<file path="config.mk">
export PLATFORM = sky130hd
export DESIGN_NAME = double_ended_queue
export DESIGN_NICKNAME = d
export VERILOG_FILES = /design/src/hdl/dq_pkg.sv /design/src/hdl/dq_front.sv /design/src/hdl/dq_cmd_queue.sv /design/src/hdl/dq_back.sv /design/src/hdl/double_ended_queue.sv
export SDC_FILE = /design/constraint.sdc
export NUM_CORES = 1
export LEC_CHECK = 0
export BUFFER_PORTS_ARGS = -buffer_cell sky130_fd_sc_hd__buf_2
export CAP_MARGIN = 10
export CORE_MARGIN = 4
export CORE_UTILIZATION = 60
export DETAILED_ROUTE_END_ITERATION = 10
export GPL_TIMING_DRIVEN = 0
export HOLD_SLACK_MARGIN = 0.05
export PLACE_DENSITY = 0.79
export SLEW_MARGIN = 20
export SYNTH_ARGS = -nofsm -noshare
export SYNTH_HDL_FRONTEND = slang
export SYNTH_SLANG_ARGS = --single-unit
</file>
<file path="constraint.sdc">
create_clock -name clk -period 6.6 [get_ports clk]
set_input_delay 0.33 -clock clk [delete_from_list [all_inputs] [get_ports clk]]
set_output_delay 0.33 -clock clk [all_outputs]
set_load 0.02 [all_outputs]
</file>
<file path="src/hdl/dq_pkg.sv">
// Shared constants, types and command codes for the double-ended queue.
`default_nettype none
package dq_pkg;

  // Storage geometry.
  localparam int DEPTH      = 16;
  localparam int DATA_WIDTH = 32;
  localparam int ADDR_W     = (DEPTH > 1) ? $clog2(DEPTH) : 1;
  localparam int CNT_W      = $clog2(DEPTH + 1);

  // Stream widths: tdata is padded to whole bytes.
  localparam int TDATA_W = ((DATA_WIDTH + 7) / 8) * 8;
  localparam int IN_TUSER_W  = 8;
  localparam int OUT_TUSER_W = 8;

  // Command queue between the front and back ends.
  localparam int CMDQ_DEPTH = 2;
  localparam int CMDQ_AW    = (CMDQ_DEPTH > 1) ? $clog2(CMDQ_DEPTH) : 1;

  typedef enum logic [2:0] {
    OP_PUSH_BACK  = 3'd0,
    OP_PUSH_FRONT = 3'd1,
    OP_POP_BACK   = 3'd2,
    OP_POP_FRONT  = 3'd3,
    OP_DUMP       = 3'd4,
    OP_SIZE       = 3'd5,
    OP_PEEK_BACK  = 3'd6,
    OP_PEEK_FRONT = 3'd7
  } opcode_t;

  // A classified command as it travels from front to back.
  typedef struct packed {
    opcode_t                op;
    logic                   is_push;
    logic                   is_read;
    logic                   is_pop;
    logic                   is_back;
    logic                   is_dump;
    logic [DATA_WIDTH-1:0]  push_value;
  } cmd_t;

  // Status that the back end reports to the top level.
  typedef struct packed {
    logic [CNT_W-1:0] count;
    logic             busy;
  } dq_status_t;

  typedef enum logic {
    ST_IDLE = 1'b0,
    ST_LOAD = 1'b1
  } back_state_t;

endpackage
`default_nettype wire

</file>
<file path="src/hdl/dq_front.sv">
// Front end: takes input requests and classifies them into commands.
`default_nettype none
module dq_front (
  input  wire logic                         in_tvalid,
  output logic                              in_tready,
  input  wire logic [dq_pkg::TDATA_W-1:0]   in_tdata,   // push_value
  input  wire logic [dq_pkg::IN_TUSER_W-1:0] in_tuser,  // opcode [2:0]
  output logic                              q_wr,
  output dq_pkg::cmd_t                      q_wdata,
  input  wire logic                         q_full
);
  import dq_pkg::*;

  opcode_t op;

  // A request is taken whenever the command queue has room.
  assign in_tready = !q_full;
  assign q_wr      = in_tvalid && !q_full;
  assign op        = opcode_t'(in_tuser[2:0]);

  // Classify the opcode into the flags the back end acts on.
  always_comb begin
    q_wdata            = '0;
    q_wdata.op         = op;
    q_wdata.push_value = in_tdata[DATA_WIDTH-1:0];
    unique case (op)
      OP_PUSH_BACK: begin
        q_wdata.is_push = 1'b1;
        q_wdata.is_back = 1'b1;
      end
      OP_PUSH_FRONT: begin
        q_wdata.is_push = 1'b1;
      end
      OP_POP_BACK: begin
        q_wdata.is_read = 1'b1;
        q_wdata.is_pop  = 1'b1;
        q_wdata.is_back = 1'b1;
      end
      OP_POP_FRONT: begin
        q_wdata.is_read = 1'b1;
        q_wdata.is_pop  = 1'b1;
      end
      OP_DUMP: begin
        q_wdata.is_read = 1'b1;
        q_wdata.is_back = 1'b1;
        q_wdata.is_dump = 1'b1;
      end
      OP_SIZE: begin
      end
      OP_PEEK_BACK: begin
        q_wdata.is_read = 1'b1;
        q_wdata.is_back = 1'b1;
      end
      OP_PEEK_FRONT: begin
        q_wdata.is_read = 1'b1;
      end
    endcase
  end

endmodule
`default_nettype wire

</file>
<file path="src/hdl/dq_cmd_queue.sv">
// Short command queue that decouples the front end from the back end.
`default_nettype none
module dq_cmd_queue (
  input  wire logic          clk,
  input  wire logic          rst_n,
  input  wire logic          wr_en,
  input  dq_pkg::cmd_t       wr_data,
  output logic               full,
  output logic               not_empty,
  input  wire logic          rd_en,
  output dq_pkg::cmd_t       rd_data
);
  import dq_pkg::*;

  cmd_t                entries_r [CMDQ_DEPTH];
  logic [CMDQ_AW-1:0]  wr_ptr_r, wr_ptr_nxt;
  logic [CMDQ_AW-1:0]  rd_ptr_r, rd_ptr_nxt;
  logic [CMDQ_AW:0]    count_r, count_nxt;
  logic                do_wr, do_rd;

  assign full      = (count_r == (CMDQ_AW+1)'(CMDQ_DEPTH));
  assign not_empty = (count_r != '0);
  assign do_wr     = wr_en && !full;
  assign do_rd     = rd_en && not_empty;
  assign rd_data   = entries_r[rd_ptr_r];

  // Pointer and occupancy update.
  always_comb begin
    wr_ptr_nxt = wr_ptr_r;
    rd_ptr_nxt = rd_ptr_r;
    count_nxt  = count_r;
    if (do_wr) begin
      wr_ptr_nxt = (wr_ptr_r == CMDQ_AW'(CMDQ_DEPTH - 1)) ? '0 : wr_ptr_r + 1'b1;
    end
    if (do_rd) begin
      rd_ptr_nxt = (rd_ptr_r == CMDQ_AW'(CMDQ_DEPTH - 1)) ? '0 : rd_ptr_r + 1'b1;
    end
    if (do_wr && !do_rd) begin
      count_nxt = count_r + 1'b1;
    end else if (do_rd && !do_wr) begin
      count_nxt = count_r - 1'b1;
    end
  end

  always_ff @(posedge clk) begin
    if (!rst_n) begin
      wr_ptr_r <= '0;
      rd_ptr_r <= '0;
      count_r  <= '0;
    end else begin
      wr_ptr_r <= wr_ptr_nxt;
      rd_ptr_r <= rd_ptr_nxt;
      count_r  <= count_nxt;
    end
  end

  // Entry storage needs no reset.
  always_ff @(posedge clk) begin
    if (do_wr) begin
      entries_r[wr_ptr_r] <= wr_data;
    end
  end

endmodule
`default_nettype wire

</file>
<file path="src/hdl/dq_back.sv">
// Back end: circular buffer storage, pointer update, dump sequencing and result register.
`default_nettype none
module dq_back (
  input  wire logic                           clk,
  input  wire logic                           rst_n,
  input  wire logic                           cmd_valid,
  input  dq_pkg::cmd_t                        cmd,
  output logic                                cmd_pop,
  output logic                                out_tvalid,
  input  wire logic                           out_tready,
  output logic [dq_pkg::TDATA_W-1:0]          out_tdata,  // result_value
  output logic [dq_pkg::OUT_TUSER_W-1:0]      out_tuser,  // was_empty [0], was_full [1]
  output logic                                out_tlast,  // last_of_run
  output dq_pkg::dq_status_t                  status
);
  import dq_pkg::*;

  // Position of the item at a given offset from the front.
  function automatic logic [ADDR_W-1:0] slot_at(input logic [ADDR_W-1:0] front,
                                                input logic [ADDR_W-1:0] off);
    logic [ADDR_W:0] sum;
    sum = {1'b0, front} + {1'b0, off};
    if (sum >= (ADDR_W+1)'(DEPTH)) begin
      sum = sum - (ADDR_W+1)'(DEPTH);
    end
    return sum[ADDR_W-1:0];
  endfunction

  logic [DATA_WIDTH-1:0] mem [DEPTH];
  logic [DATA_WIDTH-1:0] rd_data_r;

  back_state_t           state_r, state_nxt;
  logic [ADDR_W-1:0]     front_r, front_nxt;
  logic [CNT_W-1:0]      count_r, count_nxt;
  logic [ADDR_W-1:0]     off_r, off_nxt;
  logic                  dump_r, dump_nxt;

  logic                  out_valid_r, out_valid_nxt;
  logic [DATA_WIDTH-1:0] out_data_r, out_data_nxt;
  logic                  out_empty_r, out_empty_nxt;
  logic                  out_full_r, out_full_nxt;
  logic                  out_last_r, out_last_nxt;

  logic                  out_free;
  logic                  mem_we, rd_en;
  logic [ADDR_W-1:0]     wr_addr, rd_addr;
  logic [ADDR_W-1:0]     last_off;
  logic                  is_full;

  assign out_free = !out_valid_r || out_tready;
  assign is_full  = (count_r == CNT_W'(DEPTH));
  assign last_off = ADDR_W'(count_r - CNT_W'(1));

  // Command dispatch and dump sequencing.
  always_comb begin
    state_nxt     = state_r;
    front_nxt     = front_r;
    count_nxt     = count_r;
    off_nxt       = off_r;
    dump_nxt      = dump_r;
    cmd_pop       = 1'b0;
    mem_we        = 1'b0;
    rd_en         = 1'b0;
    wr_addr       = slot_at(front_r, ADDR_W'(count_r));
    rd_addr       = slot_at(front_r, last_off);
    out_valid_nxt = out_valid_r && !out_tready;
    out_data_nxt  = out_data_r;
    out_empty_nxt = out_empty_r;
    out_full_nxt  = out_full_r;
    out_last_nxt  = out_last_r;

    unique case (state_r)
      ST_IDLE: begin
        if (cmd_valid && out_free) begin
          cmd_pop = 1'b1;
          if (cmd.is_push) begin
            if (is_full) begin
              // Dropped push: one result with the full flag.
              out_valid_nxt = 1'b1;
              out_data_nxt  = '0;
              out_empty_nxt = 1'b0;
              out_full_nxt  = 1'b1;
              out_last_nxt  = 1'b1;
            end else begin
              mem_we    = 1'b1;
              count_nxt = count_r + 1'b1;
              if (!cmd.is_back) begin
                front_nxt = (front_r == '0) ? ADDR_W'(DEPTH - 1) : front_r - 1'b1;
                wr_addr   = front_nxt;
              end
            end
          end else if (!cmd.is_read) begin
            // Size report.
            out_valid_nxt = 1'b1;
            out_data_nxt  = DATA_WIDTH'(count_r);
            out_empty_nxt = 1'b0;
            out_full_nxt  = 1'b0;
            out_last_nxt  = 1'b1;
          end else if (count_r == '0) begin
            // Pop, peek or dump on an empty queue.
            out_valid_nxt = 1'b1;
            out_data_nxt  = '1;
            out_empty_nxt = 1'b1;
            out_full_nxt  = 1'b0;
            out_last_nxt  = 1'b1;
          end else begin
            // Start the storage read; the data lands in the next cycle.
            rd_en     = 1'b1;
            rd_addr   = cmd.is_back ? slot_at(front_r, last_off) : front_r;
            off_nxt   = cmd.is_dump ? last_off : '0;
            dump_nxt  = cmd.is_dump;
            state_nxt = ST_LOAD;
            if (cmd.is_pop) begin
              count_nxt = count_r - 1'b1;
              if (!cmd.is_back) begin
                front_nxt = (front_r == ADDR_W'(DEPTH - 1)) ? '0 : front_r + 1'b1;
              end
            end
          end
        end
      end
      ST_LOAD: begin
        if (out_free) begin
          out_valid_nxt = 1'b1;
          out_data_nxt  = rd_data_r;
          out_empty_nxt = 1'b0;
          out_full_nxt  = 1'b0;
          out_last_nxt  = !dump_r || (off_r == '0);
          if (dump_r && (off_r != '0)) begin
            // Next dump entry, moving toward the front.
            off_nxt = off_r - 1'b1;
            rd_en   = 1'b1;
            rd_addr = slot_at(front_r, off_nxt);
          end else begin
            state_nxt = ST_IDLE;
          end
        end
      end
    endcase
  end

  // Control state.
  always_ff @(posedge clk) begin
    if (!rst_n) begin
      state_r     <= ST_IDLE;
      front_r     <= '0;
      count_r     <= '0;
      off_r       <= '0;
      dump_r      <= 1'b0;
      out_valid_r <= 1'b0;
    end else begin
      state_r     <= state_nxt;
      front_r     <= front_nxt;
      count_r     <= count_nxt;
      off_r       <= off_nxt;
      dump_r      <= dump_nxt;
      out_valid_r <= out_valid_nxt;
    end
  end

  // Result payload register.
  always_ff @(posedge clk) begin
    out_data_r  <= out_data_nxt;
    out_empty_r <= out_empty_nxt;
    out_full_r  <= out_full_nxt;
    out_last_r  <= out_last_nxt;
  end

  // Entry storage with registered read.
  always_ff @(posedge clk) begin
    if (mem_we) begin
      mem[wr_addr] <= cmd.push_value;
    end
    if (rd_en) begin
      rd_data_r <= mem[rd_addr];
    end
  end

  assign out_tvalid   = out_valid_r;
  assign out_tdata    = TDATA_W'(out_data_r);
  assign out_tuser    = OUT_TUSER_W'({out_full_r, out_empty_r});
  assign out_tlast    = out_last_r;
  assign status.count = count_r;
  assign status.busy  = (state_r != ST_IDLE);

endmodule
`default_nettype wire

</file>
<file path="src/hdl/double_ended_queue.sv">
// Top level of the double-ended queue: front end, command queue and back end.
// A dropped push, size or empty-queue result passes from the command queue to the result
// register; a pop or peek of a live item also passes through the registered storage read.
// Unless the output stalls, pushes and size reports retire one per cycle and a dump
// streams one entry per cycle; pops and peeks hold the back end in ST_LOAD for the read.
// Reset (synchronous, active low) empties the queue; stored entries are not cleared.
`default_nettype none
module double_ended_queue (
  input  wire logic                            clk,
  input  wire logic                            rst_n,
  input  wire logic                            in_tvalid,
  output logic                                 in_tready,
  input  wire logic [dq_pkg::TDATA_W-1:0]      in_tdata,   // push_value
  input  wire logic [dq_pkg::IN_TUSER_W-1:0]   in_tuser,   // opcode [2:0]
  output logic                                 out_tvalid,
  input  wire logic                            out_tready,
  output logic [dq_pkg::TDATA_W-1:0]           out_tdata,  // result_value
  output logic [dq_pkg::OUT_TUSER_W-1:0]       out_tuser,  // was_empty [0], was_full [1]
  output logic                                 out_tlast   // last_of_run
);
  import dq_pkg::*;

  logic       q_wr, q_full, q_not_empty, q_rd;
  cmd_t       q_wdata, q_rdata;
  dq_status_t status;

  dq_front u_front (
    .in_tvalid (in_tvalid),
    .in_tready (in_tready),
    .in_tdata  (in_tdata),
    .in_tuser  (in_tuser),
    .q_wr      (q_wr),
    .q_wdata   (q_wdata),
    .q_full    (q_full)
  );

  dq_cmd_queue u_cmd_queue (
    .clk       (clk),
    .rst_n     (rst_n),
    .wr_en     (q_wr),
    .wr_data   (q_wdata),
    .full      (q_full),
    .not_empty (q_not_empty),
    .rd_en     (q_rd),
    .rd_data   (q_rdata)
  );

  dq_back u_back (
    .clk        (clk),
    .rst_n      (rst_n),
    .cmd_valid  (q_not_empty),
    .cmd        (q_rdata),
    .cmd_pop    (q_rd),
    .out_tvalid (out_tvalid),
    .out_tready (out_tready),
    .out_tdata  (out_tdata),
    .out_tuser  (out_tuser),
    .out_tlast  (out_tlast),
    .status     (status)
  );

  // The item count never exceeds the storage depth.
  a_count_bound: assert property (@(posedge clk) disable iff (!rst_n)
    status.count <= CNT_W'(DEPTH))
    else $error("item count above depth");

  // The item count moves by at most one per cycle.
  a_count_step: assert property (@(posedge clk) disable iff (!rst_n)
    ##1 (status.count == $past(status.count) ||
         status.count == $past(status.count) + 1'b1 ||
         status.count == $past(status.count) - 1'b1))
    else $error("item count jumped");

  // A result never carries both the empty and the full flag.
  a_flags_exclusive: assert property (@(posedge clk) disable iff (!rst_n)
    out_tvalid |-> !(out_tuser[0] && out_tuser[1]))
    else $error("empty and full flags together");

  // A flagged result is always the last one of its request.
  a_flag_last: assert property (@(posedge clk) disable iff (!rst_n)
    (out_tvalid && (out_tuser[0] || out_tuser[1])) |-> out_tlast)
    else $error("flagged result not marked last");

  // The count holds while a dump or read is being delivered.
  a_busy_hold: assert property (@(posedge clk) disable iff (!rst_n)
    (status.busy && $past(status.busy)) |-> $stable(status.count))
    else $error("count changed during a read");

endmodule
`default_nettype wire
</file>
==> results.sh <==
export IMPL_grt_pass1_vias=16300
export IMPL_route_vias_total=16200
export IMPL_synth_distinct_cells=55
export IMPL_synth_adder_area_share_pct=0.979
export IMPL_post_synthesis_sequential_area_ratio_pct=75.3
export IMPL_rows=76
export IMPL_boundary_pins=87
export IMPL_r2r_end="u_back.mem[14][21]"
export IMPL_area_occupied_by_multi_input_gates_sq_um=6080
export IMPL_worst_endpoint_required_ns=6.87
export IMPL_timing_setup_critical_path_class="reg2reg"
export IMPL_drt_antenna_violating_nets=0
export IMPL_regArea_sq_um=20000
export IMPL_worstHoldPathType="in2reg"
export IMPL_path_max_fanout=18
export IMPL_viasPerCell=6.49
export IMPL_synth_compound_gate_area_share_pct=9.08
export IMPL_grt_max_degree=38
export IMPL_commonest_cells_in_the_netlist="sky130_fd_sc_hd__edfxtp_1, sky130_fd_sc_hd__nand2_1, sky130_fd_sc_hd__a21oi_1, sky130_fd_sc_hd__mux2i_1, sky130_fd_sc_hd__a221oi_1"
export IMPL_r2r_setup_slack_ns=2.21
export IMPL_setup_worst_path_start_class="register"
export IMPL_min_delay_worst_endpoint="u_back.out_tvalid"
export IMPL_finish_utilization_pct=71.1
export IMPL_clock_insertion_delay_worst_skew_ns=0.59
export IMPL_nFillCells=2594
export IMPL_floorplan_die_height_microns=219
export IMPL_worst_slew_pin_tran_ns=1.10
export IMPL_portBuffers=74
export IMPL_n_antenna_cell=0
export IMPL_combinational_family_with_the_most_area_after_synthesis="compound AO/OA/AOI/OAI gates"
export IMPL_synth_area_top_cells="sky130_fd_sc_hd__edfxtp_1, sky130_fd_sc_hd__mux2i_1, sky130_fd_sc_hd__a221oi_1, sky130_fd_sc_hd__a21oi_1, sky130_fd_sc_hd__nand2_1"
export IMPL_post_synth_mux_area_share_pct=7.01
export IMPL_tritoncts="yes"
export IMPL_synth_avg_cell_area_sq_um=16.3
export IMPL_rr_startpoint="u_back.count_r[0]"
export IMPL_dr_pass1_iters=6
export IMPL_timing_hold_worst_path_depth=3
export IMPL_die_x_microns=219
export IMPL_cts_htree_levels=3
export IMPL_synth_edf_count=653
export IMPL_die_area_sq_um=47800
export IMPL_ys_async_sr_fraction_pct=0
export IMPL_cts_root_buf="sky130_fd_sc_hd__clkbuf_16"
export IMPL_maxSlewHeadroom_pct=26.8
export IMPL_synth_warning_count=0
export IMPL_final_layout_size_suffix_gt1_share_pct=17.0
export IMPL_fraction_of_synthesized_cell_area_in_xor_and_xnor_cells_pct=0.776
export IMPL_clk_transition_reported_paths_ns=0.06
export IMPL_grt_antenna_before_repair=0
export IMPL_netlist_instances=1635
export IMPL_most_used_standard_cell_by_instance_count_after_synthesis="sky130_fd_sc_hd__edfxtp_1"
export IMPL_floorplan_core_area_sq_um=43500
export IMPL_drtIter0Drc=2410
export IMPL_fin_crit_sh_pct=66.6
export IMPL_synthDominantCellAreaShare_pct=73.7
export IMPL_cp_end_kind="register"
export IMPL_cts_resized_gates=0
export IMPL_finalHoldViolations=0
export IMPL_first_pass_grt_wire_length_microns=98100
export IMPL_floorplan_initialDensity_pct=61.2
export IMPL_track_usage_pct=27.8
export IMPL_reg2reg_depth=8
export IMPL_wl_microns=66300
export IMPL_synth_largest_area_cell="sky130_fd_sc_hd__edfxtp_1"
export IMPL_max_freq_ghz=0.228
export IMPL_min_from="out_tready"
export IMPL_cap_violations=0
export IMPL_grt_ovfl_total=0
export IMPL_hpwlAfterDp_microns=42800
export IMPL_setup_repair_after_global_routing_missed_its_margin="no"
export IMPL_report_final_setup_viol=0
export IMPL_final_nets=1925
export IMPL_skew_ns=0.0259
export IMPL_crit_arrival_ns=4.67
export IMPL_ys_dominant_reg_cell="sky130_fd_sc_hd__edfxtp_1"
export IMPL_drc=0
export IMPL_ctsLongestPathBuffers=3
export IMPL_clock_sink_count=674
export IMPL_syn2layout_area_growth_pct=16.1
export IMPL_final_period_minus_worst_setup_slack_ns=4.39
export IMPL_post_drt_wl_per_cell_microns=26.6
export IMPL_synthSimpleGateAreaFrac_pct=4.46
export IMPL_synth_area_sq_um=26600
export IMPL_synth_seq_cells=674
export IMPL_slew_viol_final=0
export IMPL_gp_congestion=0.877
export IMPL_post_cts_setup_buffer_count=0
export IMPL_cts_buffers_inserted=66
export IMPL_run_status="complete, no violations"
-- layer usage --
layer  up-vias  part of all wire, %  global-route usage, %
met3       196                   10                   5.58
met2      1085                   49                   45.3
li1       6898                    -                      -
met1      8002                   37                   37.1
met4         0                  4.1                   11.5
met5         -                    0                      0
-- sequential cells by signal (all words and copies together) (netlist names), named ones only --
signal,count
u_back.count_r,5
u_back.dump_r,1
u_back.front_r,4
u_back.mem,512
u_back.off_r,4
u_back.out_empty_r,1
u_back.out_full_r,1
u_back.out_tdata,32
u_back.out_tlast,1
u_back.out_tvalid,1
u_back.rd_data_r,32
u_back.state_r,1
u_cmd_queue.count_r,2
u_cmd_queue.entries_r,74
u_cmd_queue.rd_ptr_r,1
u_cmd_queue.wr_ptr_r,1
-- how the worst max path moves through the flow --
stage | from | endpoint | slack, ns | cells after the start
6_report | u_back.count_r[0] | u_back.mem[14][21] | 2.21 | 8
5_1_grt | u_back.count_r[1] | u_back.rd_data_r[2] | 2.06 | 13
4_1_cts | u_back.count_r[0] | u_back.rd_data_r[2] | 2.31 | 13
3_5_place_dp | u_back.count_r[0] | u_back.rd_data_r[2] | 2.24 | 13
3_3_place_gp | u_back.count_r[0] | u_back.mem[13][18] | -0.53 | 7
2_1_floorplan | u_back.out_tvalid | u_back.mem[13][0] | 2.28 | 6
-- cell type report --
cell class | instances | share of cell area, %
tap | 585 | 2.37
multi-input combinational | 838 | 19.7
buffer | 109 | 1.82
timing repair buffer | 154 | 4.25
inverter | 19 | 0.231
clock inverter | 30 | 0.794
clock buffer | 84 | 5.98
sequential | 674 | 64.9
-- cells in the final DEF (no fill, tap or decap), drive strengths merged, types with 3 or more instances in the layout --
master and instances:
edfxtp 653, buf 178, nand2 155, a21oi 147, mux2i 141, clkbuf 134, a221oi 124, mux2 39
dlygate4sd3 35, nor2 34, or4 31, a21o 30, clkinv 24, o21ai 22, dfxtp 21, inv 21
ha 16, nor3 16, xnor2 14, xor2 7, conb 6, nand2b 4, nor2b 4, o221ai 4
bufinv 4, nand3 3, a22o 3, a211oi 3, nand4 3, a21boi 3, fa 3, and3 3
-- metrics by stage --
step | worst slack, ns | setup TNS [ns] | instances | hold slack, ns | area, sq um
final | 2.21 | 0 | 2493 | 0.162 | 30900
after global routing | 2.06 | 0 | 2493 | 0.176 | 30900
after detailed placement | 2.24 | 0 | 2344 | 0.504 | 28400
after global placement | -0.526 | -79.60 | 2299 | 0.496 | 27700
after floorplan | 2.28 | 0 | 1640 | 0.429 | 26600
after CTS | 2.31 | 0 | 2493 | 0.134 | 30900
-- cells by family (layout without fill, tap and decap cells) --
kind of cell / count (synthesis) / after routing
AO/OA/AOI/OAI: 351 / 351
XOR/XNOR: 22 / 22
adder cells (fa/ha/maj): 19 / 19
buffers and inverters: 128 / 396
flip-flops: 674 / 674
multiplexers: 180 / 180
other: 1 / 6
AND/OR/NAND/NOR: 260 / 260
-- what timing repair did --
| item | in CTS | in global routing |
|---|---|---|
| endpoints found under the hold margin | 70 | 0 |
| hold buffers | 35 | 0 |
| endpoints found under the setup margin | 0 | 0 |
-- worst max-delay path, cell delays in order (launching register included) --
cell                      delay (ns)
sky130_fd_sc_hd__dfxtp_1        0.47
sky130_fd_sc_hd__inv_1          0.16
sky130_fd_sc_hd__ha_1           0.23
sky130_fd_sc_hd__a31oi_1        0.48
sky130_fd_sc_hd__nand3_1        0.36
sky130_fd_sc_hd__o21ai_1        0.92
sky130_fd_sc_hd__nand2_1        0.48
sky130_fd_sc_hd__nor2_4         0.68
sky130_fd_sc_hd__buf_16         0.25
Power is not shown: default switching activity piles up to over one toggle a cycle in this logic, so the estimate is an artifact.
